File: config.mk
export PLATFORM = sky130hd
export DESIGN_NAME = compass_calibrate_heading
export DESIGN_NICKNAME = d
export VERILOG_FILES = /design/src/cch_pkg.sv /design/src/cch_regs.sv /design/src/cch_ctrl.sv /design/src/cch_datapath.sv /design/src/compass_calibrate_heading.sv
export SDC_FILE = /design/constraint.sdc
export NUM_CORES = 2
export LEC_CHECK = 0
export BUFFER_PORTS_ARGS = -buffer_cell sky130_fd_sc_hd__buf_2
export CAP_MARGIN = 20
export CORE_MARGIN = 2
export CORE_UTILIZATION = 35
export CTS_CLUSTER_SIZE = 12
export DETAILED_ROUTE_END_ITERATION = 10
export PLACE_DENSITY = 0.54
export SYNTH_ARGS = -nofsm -noshare
export SYNTH_HDL_FRONTEND = slang
export SYNTH_HIERARCHICAL = 1
export SYNTH_SLANG_ARGS = --single-unit
File: constraint.sdc
create_clock -name clk -period 9.54 [get_ports clk]
set_input_delay 0 -clock clk [delete_from_list [all_inputs] [get_ports clk]]
set_output_delay 0 -clock clk [all_outputs]
set_load 0.01 [all_outputs]
File: src/cch_pkg.sv
`timescale 1ns / 1ps
// Shared types, constants and the arctangent table of the compass heading block.
package cch_pkg;

  // Action carried with each input transfer.
  typedef enum logic [1:0] {
    ACT_CAL_START  = 2'd0,
    ACT_CAL_SAMPLE = 2'd1,
    ACT_CAL_FINISH = 2'd2,
    ACT_HEADING    = 2'd3
  } cch_action_t;

  // Configuration register indexes (byte address divided by four).
  localparam logic REG_DECLINATION = 1'b0;
  localparam logic REG_ACCURACY    = 1'b1;

  // Default parameter values.
  localparam int CORDIC_STEPS_DEF = 16;
  localparam int SAMPLE_BITS_DEF  = 16;

  // Field widths.
  localparam int FIELD_W = 16;  // raw sample field
  localparam int CORR_W  = 18;  // 2*sample - offset sum
  localparam int OFF_W   = 17;  // offset sum, twice the offset
  localparam int PRESCALE = 24; // vector scale-up before the rotations
  localparam int CW      = 45;  // rotation datapath width, with gain headroom
  localparam int ZW      = 26;  // angle accumulator, 1/65536 degree
  localparam int TW      = 35;  // heading before the wrap
  localparam int STEP_W  = 5;   // rotation step index, table has 23 nonzero entries
  localparam int ATAN_W  = 22;
  localparam int OUT_W   = 24;  // result tdata width

  localparam logic signed [ZW-1:0] ANGLE_90 = 26'sd5898240;
  localparam logic signed [TW-1:0] FULL_TURN = 35'sd2359296000;
  localparam logic [31:0] FULL_TURN_U = 32'd2359296000;

  // Decoded commands from the controller to the datapath.
  typedef struct packed {
    logic              cal_start;
    logic              cal_sample;
    logic              cal_finish;
    logic              load;
    logic              corr;
    logic              prep;
    logic              iter;
    logic              scale;
    logic              wrap;
    logic              out_load;
    logic [STEP_W-1:0] step;
  } cch_cmd_t;

  // Status from the datapath to the controller.
  typedef struct packed {
    logic out_free;
  } cch_stat_t;

  // atan(2^-i) in degrees scaled by 65536.
  function automatic logic [ATAN_W-1:0] cch_atan(input logic [STEP_W-1:0] i);
    logic [ATAN_W-1:0] v;
    case (i)
      5'd0:  v = 22'd2949120;
      5'd1:  v = 22'd1740967;
      5'd2:  v = 22'd919879;
      5'd3:  v = 22'd466945;
      5'd4:  v = 22'd234379;
      5'd5:  v = 22'd117304;
      5'd6:  v = 22'd58666;
      5'd7:  v = 22'd29335;
      5'd8:  v = 22'd14668;
      5'd9:  v = 22'd7334;
      5'd10: v = 22'd3667;
      5'd11: v = 22'd1833;
      5'd12: v = 22'd917;
      5'd13: v = 22'd458;
      5'd14: v = 22'd229;
      5'd15: v = 22'd115;
      5'd16: v = 22'd57;
      5'd17: v = 22'd29;
      5'd18: v = 22'd14;
      5'd19: v = 22'd7;
      5'd20: v = 22'd4;
      5'd21: v = 22'd2;
      5'd22: v = 22'd1;
      default: v = 22'd0;
    endcase
    return v;
  endfunction

endpackage

File: src/cch_regs.sv
`timescale 1ns / 1ps
// APB configuration registers: declination and north accuracy.
module cch_regs (
  input  logic                clk,
  input  logic                rst,
  input  logic                psel,
  input  logic                penable,
  input  logic                pwrite,
  input  logic [2:0]          paddr,
  input  logic [31:0]         pwdata,
  output logic [31:0]         prdata,
  output logic                pready,
  output logic signed [15:0]  declination_cdeg,
  output logic [14:0]         accuracy_cdeg
);

  logic wr_en;
  logic reg_idx;

  assign pready  = 1'b1;
  assign reg_idx = paddr[2];
  assign wr_en   = psel && penable && pwrite && pready;

  // Register writes in the access phase.
  always_ff @(posedge clk) begin
    if (rst) begin
      declination_cdeg <= 16'sd0;
      accuracy_cdeg    <= 15'd500;
    end else if (wr_en) begin
      case (reg_idx)
        cch_pkg::REG_DECLINATION: declination_cdeg <= $signed(pwdata[15:0]);
        cch_pkg::REG_ACCURACY:    accuracy_cdeg    <= pwdata[14:0];
        default: ;
      endcase
    end
  end

  // Read back.
  always_comb begin
    case (reg_idx)
      cch_pkg::REG_DECLINATION: prdata = 32'(declination_cdeg);
      cch_pkg::REG_ACCURACY:    prdata = {17'd0, accuracy_cdeg};
      default:                  prdata = 32'd0;
    endcase
  end

endmodule

File: src/cch_ctrl.sv
`timescale 1ns / 1ps
// Controller state machine that sequences calibration and heading computation.
module cch_ctrl #(
  parameter int CORDIC_STEPS = cch_pkg::CORDIC_STEPS_DEF
) (
  input  logic                clk,
  input  logic                rst,
  input  logic                in_valid,
  input  logic [1:0]          in_action,
  output logic                in_ready,
  output cch_pkg::cch_cmd_t   cmd,
  input  cch_pkg::cch_stat_t  stat
);

  typedef enum logic [2:0] {
    S_IDLE,
    S_CORR,
    S_PREP,
    S_ITER,
    S_SCALE,
    S_WRAP,
    S_OUT
  } state_t;

  localparam logic [cch_pkg::STEP_W-1:0] LAST_STEP = cch_pkg::STEP_W'(CORDIC_STEPS - 1);

  state_t                    state;
  logic [cch_pkg::STEP_W-1:0] step;
  cch_pkg::cch_action_t      action;
  logic                      accept;

  assign action   = cch_pkg::cch_action_t'(in_action);
  assign in_ready = (state == S_IDLE);
  assign accept   = in_valid && in_ready;

  // State and rotation step counter.
  always_ff @(posedge clk) begin
    if (rst) begin
      state <= S_IDLE;
      step  <= '0;
    end else begin
      case (state)
        S_IDLE: begin
          if (accept && action == cch_pkg::ACT_HEADING) begin
            state <= S_CORR;
          end
        end
        S_CORR: begin
          state <= S_PREP;
        end
        S_PREP: begin
          step  <= '0;
          state <= S_ITER;
        end
        S_ITER: begin
          if (step == LAST_STEP) begin
            state <= S_SCALE;
          end else begin
            step <= step + 1'b1;
          end
        end
        S_SCALE: begin
          state <= S_WRAP;
        end
        S_WRAP: begin
          state <= S_OUT;
        end
        S_OUT: begin
          if (stat.out_free) begin
            state <= S_IDLE;
          end
        end
        default: begin
          state <= S_IDLE;
        end
      endcase
    end
  end

  // Command decode.
  always_comb begin
    cmd            = '0;
    cmd.cal_start  = accept && action == cch_pkg::ACT_CAL_START;
    cmd.cal_sample = accept && action == cch_pkg::ACT_CAL_SAMPLE;
    cmd.cal_finish = accept && action == cch_pkg::ACT_CAL_FINISH;
    cmd.load       = accept && action == cch_pkg::ACT_HEADING;
    cmd.corr       = (state == S_CORR);
    cmd.prep       = (state == S_PREP);
    cmd.iter       = (state == S_ITER);
    cmd.scale      = (state == S_SCALE);
    cmd.wrap       = (state == S_WRAP);
    cmd.out_load   = (state == S_OUT) && stat.out_free;
    cmd.step       = step;
  end

endmodule

File: src/cch_datapath.sv
`timescale 1ns / 1ps
// Datapath: min/max tracking, offset correction, CORDIC vectoring and heading wrap.
module cch_datapath #(
  parameter int SAMPLE_BITS = cch_pkg::SAMPLE_BITS_DEF
) (
  input  logic                            clk,
  input  logic                            rst,
  input  cch_pkg::cch_cmd_t               cmd,
  output cch_pkg::cch_stat_t              stat,
  input  logic [cch_pkg::FIELD_W-1:0]     mag_x,
  input  logic [cch_pkg::FIELD_W-1:0]     mag_y,
  input  logic signed [15:0]              declination_cdeg,
  input  logic [14:0]                     accuracy_cdeg,
  output logic                            m_tvalid,
  input  logic                            m_tready,
  output logic [cch_pkg::OUT_W-1:0]       m_tdata
);

  localparam int FW = cch_pkg::FIELD_W;
  localparam int RW = cch_pkg::CORR_W;
  localparam int CW = cch_pkg::CW;
  localparam int ZW = cch_pkg::ZW;
  localparam int TW = cch_pkg::TW;

  logic signed [SAMPLE_BITS-1:0] xs, ys;
  logic signed [FW-1:0] x_in, y_in;
  logic signed [FW-1:0] min_x, max_x, min_y, max_y;
  logic signed [cch_pkg::OFF_W-1:0] off_x, off_y;
  logic signed [FW-1:0] x_reg, y_reg;
  logic signed [RW-1:0] cx, cy, cx_next, cy_next;
  logic                 zero_vec;
  logic signed [RW:0]   pa, pb;
  logic signed [ZW-1:0] pz;
  logic signed [CW-1:0] a, b, da, db;
  logic signed [ZW-1:0] z, ang;
  logic signed [16:0]   base;
  logic signed [TW-1:0] total, z_term, b_term, t_plus, t_minus;
  logic [31:0]          r_reg;
  logic [15:0]          heading;
  logic [16:0]          acc17;
  logic                 at_north, turn_cw;

  // Samples taken from the low SAMPLE_BITS bits, sign-extended.
  assign xs   = mag_x[SAMPLE_BITS-1:0];
  assign ys   = mag_y[SAMPLE_BITS-1:0];
  assign x_in = FW'(xs);
  assign y_in = FW'(ys);

  // Calibration extremes and offset sums.
  always_ff @(posedge clk) begin
    if (rst) begin
      min_x <= 16'sh7FFF;
      max_x <= 16'sh8000;
      min_y <= 16'sh7FFF;
      max_y <= 16'sh8000;
      off_x <= '0;
      off_y <= '0;
    end else if (cmd.cal_start) begin
      min_x <= 16'sh7FFF;
      max_x <= 16'sh8000;
      min_y <= 16'sh7FFF;
      max_y <= 16'sh8000;
    end else if (cmd.cal_sample) begin
      if (x_in < min_x) min_x <= x_in;
      if (x_in > max_x) max_x <= x_in;
      if (y_in < min_y) min_y <= y_in;
      if (y_in > max_y) max_y <= y_in;
    end else if (cmd.cal_finish) begin
      off_x <= cch_pkg::OFF_W'(min_x) + cch_pkg::OFF_W'(max_x);
      off_y <= cch_pkg::OFF_W'(min_y) + cch_pkg::OFF_W'(max_y);
    end
  end

  // Hard-iron correction: twice the sample minus the offset sum.
  assign cx_next = $signed({x_reg[FW-1], x_reg, 1'b0}) - RW'(off_x);
  assign cy_next = $signed({y_reg[FW-1], y_reg, 1'b0}) - RW'(off_y);

  // Quarter-turn into the right half-plane (Y is the real part).
  always_comb begin
    pa = (RW+1)'(cy);
    pb = (RW+1)'(cx);
    pz = '0;
    if (cy < 0) begin
      if (cx >= 0) begin
        pa = (RW+1)'(cx);
        pb = -(RW+1)'(cy);
        pz = cch_pkg::ANGLE_90;
      end else begin
        pa = -(RW+1)'(cx);
        pb = (RW+1)'(cy);
        pz = -cch_pkg::ANGLE_90;
      end
    end
  end

  // One vectoring rotation per cycle.
  assign da  = b >>> cmd.step;
  assign db  = a >>> cmd.step;
  assign ang = $signed(ZW'(cch_pkg::cch_atan(cmd.step)));

  // Heading scaling and wrap candidates.
  assign base    = 17'sd18000 + 17'(declination_cdeg);
  assign z_term  = zero_vec ? '0 : TW'(z) * TW'(100);
  assign b_term  = TW'(base) <<< 16;
  assign t_plus  = total + cch_pkg::FULL_TURN;
  assign t_minus = total - cch_pkg::FULL_TURN;

  // Angle pipeline registers.
  always_ff @(posedge clk) begin
    if (cmd.load) begin
      x_reg <= x_in;
      y_reg <= y_in;
    end
    if (cmd.corr) begin
      cx       <= cx_next;
      cy       <= cy_next;
      zero_vec <= (cx_next == '0) && (cy_next == '0);
    end
    if (cmd.prep) begin
      a <= CW'(pa) <<< cch_pkg::PRESCALE;
      b <= CW'(pb) <<< cch_pkg::PRESCALE;
      z <= pz;
    end
    if (cmd.iter) begin
      if (!b[CW-1]) begin
        a <= a + da;
        b <= b - db;
        z <= z + ang;
      end else begin
        a <= a - da;
        b <= b + db;
        z <= z - ang;
      end
    end
    if (cmd.scale) begin
      total <= z_term + b_term;
    end
    if (cmd.wrap) begin
      if (total < 0) begin
        r_reg <= 32'(t_plus);
      end else if (total >= cch_pkg::FULL_TURN) begin
        r_reg <= 32'(t_minus);
      end else begin
        r_reg <= 32'(total);
      end
    end
  end

  // North band and pivot direction.
  assign heading  = r_reg[31:16];
  assign acc17    = {2'b00, accuracy_cdeg};
  assign at_north = ({1'b0, heading} + acc17 >= 17'd36000) || ({1'b0, heading} <= acc17);
  assign turn_cw  = !(({1'b0, heading} > acc17) && (heading < 16'd18000));

  // Output register: holds one result until the transfer completes.
  always_ff @(posedge clk) begin
    if (rst) begin
      m_tvalid <= 1'b0;
    end else if (cmd.out_load) begin
      m_tvalid <= 1'b1;
    end else if (m_tready) begin
      m_tvalid <= 1'b0;
    end
  end

  always_ff @(posedge clk) begin
    if (cmd.out_load) begin
      m_tdata <= {6'd0, turn_cw, at_north, heading};
    end
  end

  assign stat.out_free = !m_tvalid || m_tready;

`ifndef SYNTH
  // A new result never overwrites one that is still waiting.
  a_no_overwrite: assert property (@(posedge clk) disable iff (rst)
    cmd.out_load |-> (!m_tvalid || m_tready))
    else $error("result loaded over a pending transfer");

  // The wrapped angle is always below a full turn.
  a_wrap_range: assert property (@(posedge clk) disable iff (rst)
    $past(cmd.wrap) |-> (r_reg < cch_pkg::FULL_TURN_U))
    else $error("wrapped heading out of range");

  // Every offered heading lies in [0, 36000).
  a_heading_range: assert property (@(posedge clk) disable iff (rst)
    m_tvalid |-> (m_tdata[15:0] < 16'd36000))
    else $error("heading out of range");
`endif

endmodule

File: src/compass_calibrate_heading.sv
`timescale 1ns / 1ps
// Top level of the compass calibration and heading block.
// Each input transfer carries an action in s_tuser and an X/Y magnetometer
// pair in s_tdata. Start, sample and finish calibration actions produce no
// result. A heading sample runs through an iterative CORDIC that performs
// one rotation per cycle; it occupies the block through correction,
// preparation, the rotations, scaling, wrap and an output load that waits for
// a free output register, before s_tready rises again. The result waits in
// that register, so the next item is taken while a finished heading still
// waits for its transfer. The user must write configuration through the APB
// port only while the block is idle; the block does not enforce this.
module compass_calibrate_heading #(
  parameter int CORDIC_STEPS = cch_pkg::CORDIC_STEPS_DEF,
  parameter int SAMPLE_BITS  = cch_pkg::SAMPLE_BITS_DEF
) (
  input  logic        clk,
  input  logic        rst,
  // Input stream.
  input  logic        s_tvalid,
  output logic        s_tready,
  input  logic [31:0] s_tdata,  // [15:0] mag_x, [31:16] mag_y
  input  logic [1:0]  s_tuser,  // [1:0] action
  // Result stream.
  output logic        m_tvalid,
  input  logic        m_tready,
  output logic [23:0] m_tdata,  // [15:0] heading_cdeg, [16] at_north, [17] turn_cw, rest zero
  // Configuration port.
  input  logic        psel,
  input  logic        penable,
  input  logic        pwrite,
  input  logic [2:0]  paddr,
  input  logic [31:0] pwdata,
  output logic [31:0] prdata,
  output logic        pready
);

  cch_pkg::cch_cmd_t  cmd;
  cch_pkg::cch_stat_t stat;
  logic signed [15:0] declination_cdeg;
  logic [14:0]        accuracy_cdeg;

  // Configuration registers.
  cch_regs u_regs (
    .clk              (clk),
    .rst              (rst),
    .psel             (psel),
    .penable          (penable),
    .pwrite           (pwrite),
    .paddr            (paddr),
    .pwdata           (pwdata),
    .prdata           (prdata),
    .pready           (pready),
    .declination_cdeg (declination_cdeg),
    .accuracy_cdeg    (accuracy_cdeg)
  );

  // Sequencer.
  cch_ctrl #(
    .CORDIC_STEPS (CORDIC_STEPS)
  ) u_ctrl (
    .clk       (clk),
    .rst       (rst),
    .in_valid  (s_tvalid),
    .in_action (s_tuser),
    .in_ready  (s_tready),
    .cmd       (cmd),
    .stat      (stat)
  );

  // Arithmetic and result register.
  cch_datapath #(
    .SAMPLE_BITS (SAMPLE_BITS)
  ) u_datapath (
    .clk              (clk),
    .rst              (rst),
    .cmd              (cmd),
    .stat             (stat),
    .mag_x            (s_tdata[15:0]),
    .mag_y            (s_tdata[31:16]),
    .declination_cdeg (declination_cdeg),
    .accuracy_cdeg    (accuracy_cdeg),
    .m_tvalid         (m_tvalid),
    .m_tready         (m_tready),
    .m_tdata          (m_tdata)
  );

endmodule

==> impl_metrics.env <==
export IMPL_outcome="complete, no violations"
export IMPL_rsz0062_at_grt="false"
export IMPL_startpoint="u_ctrl/step[1]"
export IMPL_start_kind="register"
export IMPL_p_switching_mw=1.79
export IMPL_hp_start="s_tdata[16]"
export IMPL_utilization_pct=39.0
export IMPL_ys_seq_elements=390
export IMPL_crit_fanout=49
export IMPL_gp_congestion=0.968
export IMPL_grt_max_degree=81
export IMPL_cp_required_ps=9920
export IMPL_n_antenna_cell=0
export IMPL_worst_pin_slew_ps=1100
export IMPL_pre_cts_slack_ps=1700
export IMPL_hpwl_um=89500
export IMPL_vias=33500
export IMPL_ff2ff_path_depth=23
export IMPL_ys_seq_area_share_pct=26.0
export IMPL_fin_skew_ps=76.5
export IMPL_layout_commonest_cell="ha_1"
export IMPL_syn_area_mm2=0.0398
export IMPL_dr_pass1_iters=6
export IMPL_setup_viol=0
export IMPL_htreeDepth=2
export IMPL_finalPower_mw=5.52
export IMPL_critPathKind="reg -> reg"
export IMPL_clock_sinks=390
export IMPL_postCtsSetupBuffers=0
export IMPL_synth_edf_count=252
export IMPL_hold_slack_ps=136
export IMPL_power_leakage_nw=17.9
export IMPL_timing_rr_start="u_ctrl/step[1]"
export IMPL_synth_main_ff_cell="edfxtp_1"
export IMPL_reg_top3="u_datapath/a: 45 flops, u_datapath/b: 45 flops, u_datapath/total: 33 flops"
export IMPL_finalHoldViolCount=0
export IMPL_synth_async_reset_ratio_pct=0
export IMPL_drc=0
export IMPL_routedWlPerCell_um=19.4
export IMPL_syn_inst=4463
export IMPL_swShare_pct=32.4
export IMPL_cts_root_buf="clkbuf_16"
export IMPL_grt_antenna_before_repair=0
export IMPL_overflow=0
export IMPL_critPathArrivalTime_ps=8320
export IMPL_drtAntennaViolNets=0
export IMPL_relSlewSlack_pct=26.5
export IMPL_pwr_share_clk_pct=36.7
export IMPL_die_y_um=341
export IMPL_ir_worst_vdd_mv=0.131
export IMPL_internal_power_mw=3.73
export IMPL_syn_to_final_growth_pct=10.4
export IMPL_clock_path_buffers=3
export IMPL_p_per_area_mw_per_mm2=126
export IMPL_num_rows=123
export IMPL_fill_cells=11400
export IMPL_placed_area_mm2=0.0414
export IMPL_hold_buffers=69
export IMPL_r2r_slack_ps=1590
export IMPL_start_util_pct=35.3
export IMPL_grt_pass1_wl_um=185000
export IMPL_yosysUniqueCellTypes=109
export IMPL_grt_usage_pct=19.7
export IMPL_grt_pass1_vias=31900
export IMPL_max_cap_violations=0
export IMPL_combPwrFrac_pct=27.8
export IMPL_fin_crit_ps=7950
export IMPL_multi_input_area_mm2=0.0270
export IMPL_die_x_um=341
export IMPL_ys_warnings_count=6
export IMPL_final_cells=6068
export IMPL_seqCellArea_mm2=0.0103
export IMPL_avgViaCountPerCell=5.52
export IMPL_io_pins=135
export IMPL_dieArea_mm2=0.116
export IMPL_setup_worst_path_end_class="register"
export IMPL_slew_violations=0
export IMPL_cts_tree="built"
export IMPL_drive_above_1_share_pct=10.7
export IMPL_fin_crit_sh_pct=83.3
export IMPL_portBuffers=109
export IMPL_fmax_ghz=0.126
export IMPL_core_mm2=0.113
export IMPL_drtIter0Drc=2986
export IMPL_seqPwrFrac_pct=35.5
export IMPL_fin_nets=5017
export IMPL_hold_depth=2
export IMPL_avgSynthCellArea_um2=8.92
export IMPL_layout_setup_ws_ps=1590
export IMPL_cts_buffers=51
export IMPL_r2r_end="u_datapath/a[38]"
export IMPL_clkLatencyLatePin_ps=660
export IMPL_dp_cells=5901
export IMPL_totalWireLength_um=117000
export IMPL_hp_class="in -> reg"
export IMPL_final_cell_area_mm2=0.0439
export IMPL_cts_resized=0
export IMPL_hold_end="u_datapath/y_reg[0]"
export IMPL_final_cell_mix="ha_1, nor2_1, nand2_1, inv_1, a21oi_1"
export IMPL_setup_tns_ps=0
export IMPL_cts_clk_slew_worst_paths_ps=60
==> worst max-delay path, cell delays in order (launching register included) <==
cell and delay [ps]:
dfxtp_4 840, buf_4 630, mux4_2 600, mux2_2 330, a222oi_1 330, a21boi_0 630
nand4_1 200, and4b_1 450, and2_1 240, a21oi_1 100, xor2_1 180, ha_1 350
a21o_1 180, a21o_1 160, a21oi_1 170, o21ai_0 160, a2111o_1 430, o221ai_1 410
o21ai_0 250, a21oi_1 280, o21ai_0 210, a21oi_1 220, xor2_1 170, a21oi_1 80
==> routing by layer <==
metal | track usage (%) | wire length, µm | up-vias
met1 | 27.1 | 53800 | 16000
li1 | - | - | 16400
met2 | 31.2 | 52100 | 962
met4 | 8.04 | 5020 | 0
met3 | 2.55 | 6570 | 211
met5 | 0 | 0 | -
==> cell usage after synthesis, types with 12 or more instances <==
library cell	instances	area share, %
a22oi_1	21	0.40
nor2_1	372	3.5
nand2b_1	96	1.5
inv_1	331	3.1
fa_1	34	1.7
mux2i_1	205	5.2
and3_1	34	0.53
and2_1	44	0.69
dfxtp_1	138	6.9
buf_2	31	0.39
a21oi_1	317	4.0
mux2_2	67	1.9
nand4_1	35	0.55
buf_6	20	0.57
o22ai_1	23	0.36
o211ai_1	36	0.68
nand2_1	357	3.4
o21ai_0	236	3.0
buf_4	42	0.79
nand3_1	73	0.92
or3_1	29	0.46
nor3_1	68	0.86
a31oi_1	58	0.91
edfxtp_1	252	19
nor3b_1	22	0.42
o21bai_1	32	0.60
xnor2_1	183	4.0
o31ai_1	19	0.36
buf_1	30	0.28
a21o_1	107	2.0
nor4_1	13	0.20
a211oi_1	37	0.70
ha_1	382	12
nor2b_1	68	1.1
a21boi_0	15	0.28
or2_2	12	0.19
o21a_1	32	0.60
xor2_1	142	3.1
clkbuf_1	96	0.91
mux4_2	109	6.2
==> kinds of logic after synthesis <==
family,Yosys count,share of synthesized area (%)
simple gates,1287,15.7
compound gates,1099,17.8
buf+inv,558,6.24
fa+ha+maj,416,13.7
flops,390,26.0
mux,386,13.4
xor+xnor,325,7.15
other cells,2,0.0189
==> power groups by stage <==
stage	Sequential (mW)	Combinational [mW]	Clock, mW
finish	1.96	1.53	2.03
global route	1.96	1.73	2.16
CTS	1.96	1.53	2.10
detailed placement	1.99	1.50	0
global placement	1.99	1.49	0
floorplan	1.96	1.18	0
==> area by class of cell <==
class | instances | area share, %
timing repair buffer | 226 | 3.72
tap | 1500 | 4.27
inverter | 336 | 2.87
multi-input combinational | 3520 | 61.5
sequential | 390 | 23.6
clock inverter | 34 | 0.860
clock buffer | 62 | 3.19
==> how the worst max path moves through the flow <==
stage	end
after floorplan	u_datapath/z[25]
after global placement	u_datapath/a[38]
after detailed placement	u_datapath/a[30]
after CTS	u_datapath/a[38]
after global routing	u_datapath/a[38]
final	u_datapath/a[38]
Power figures use the tool's default switching activity.
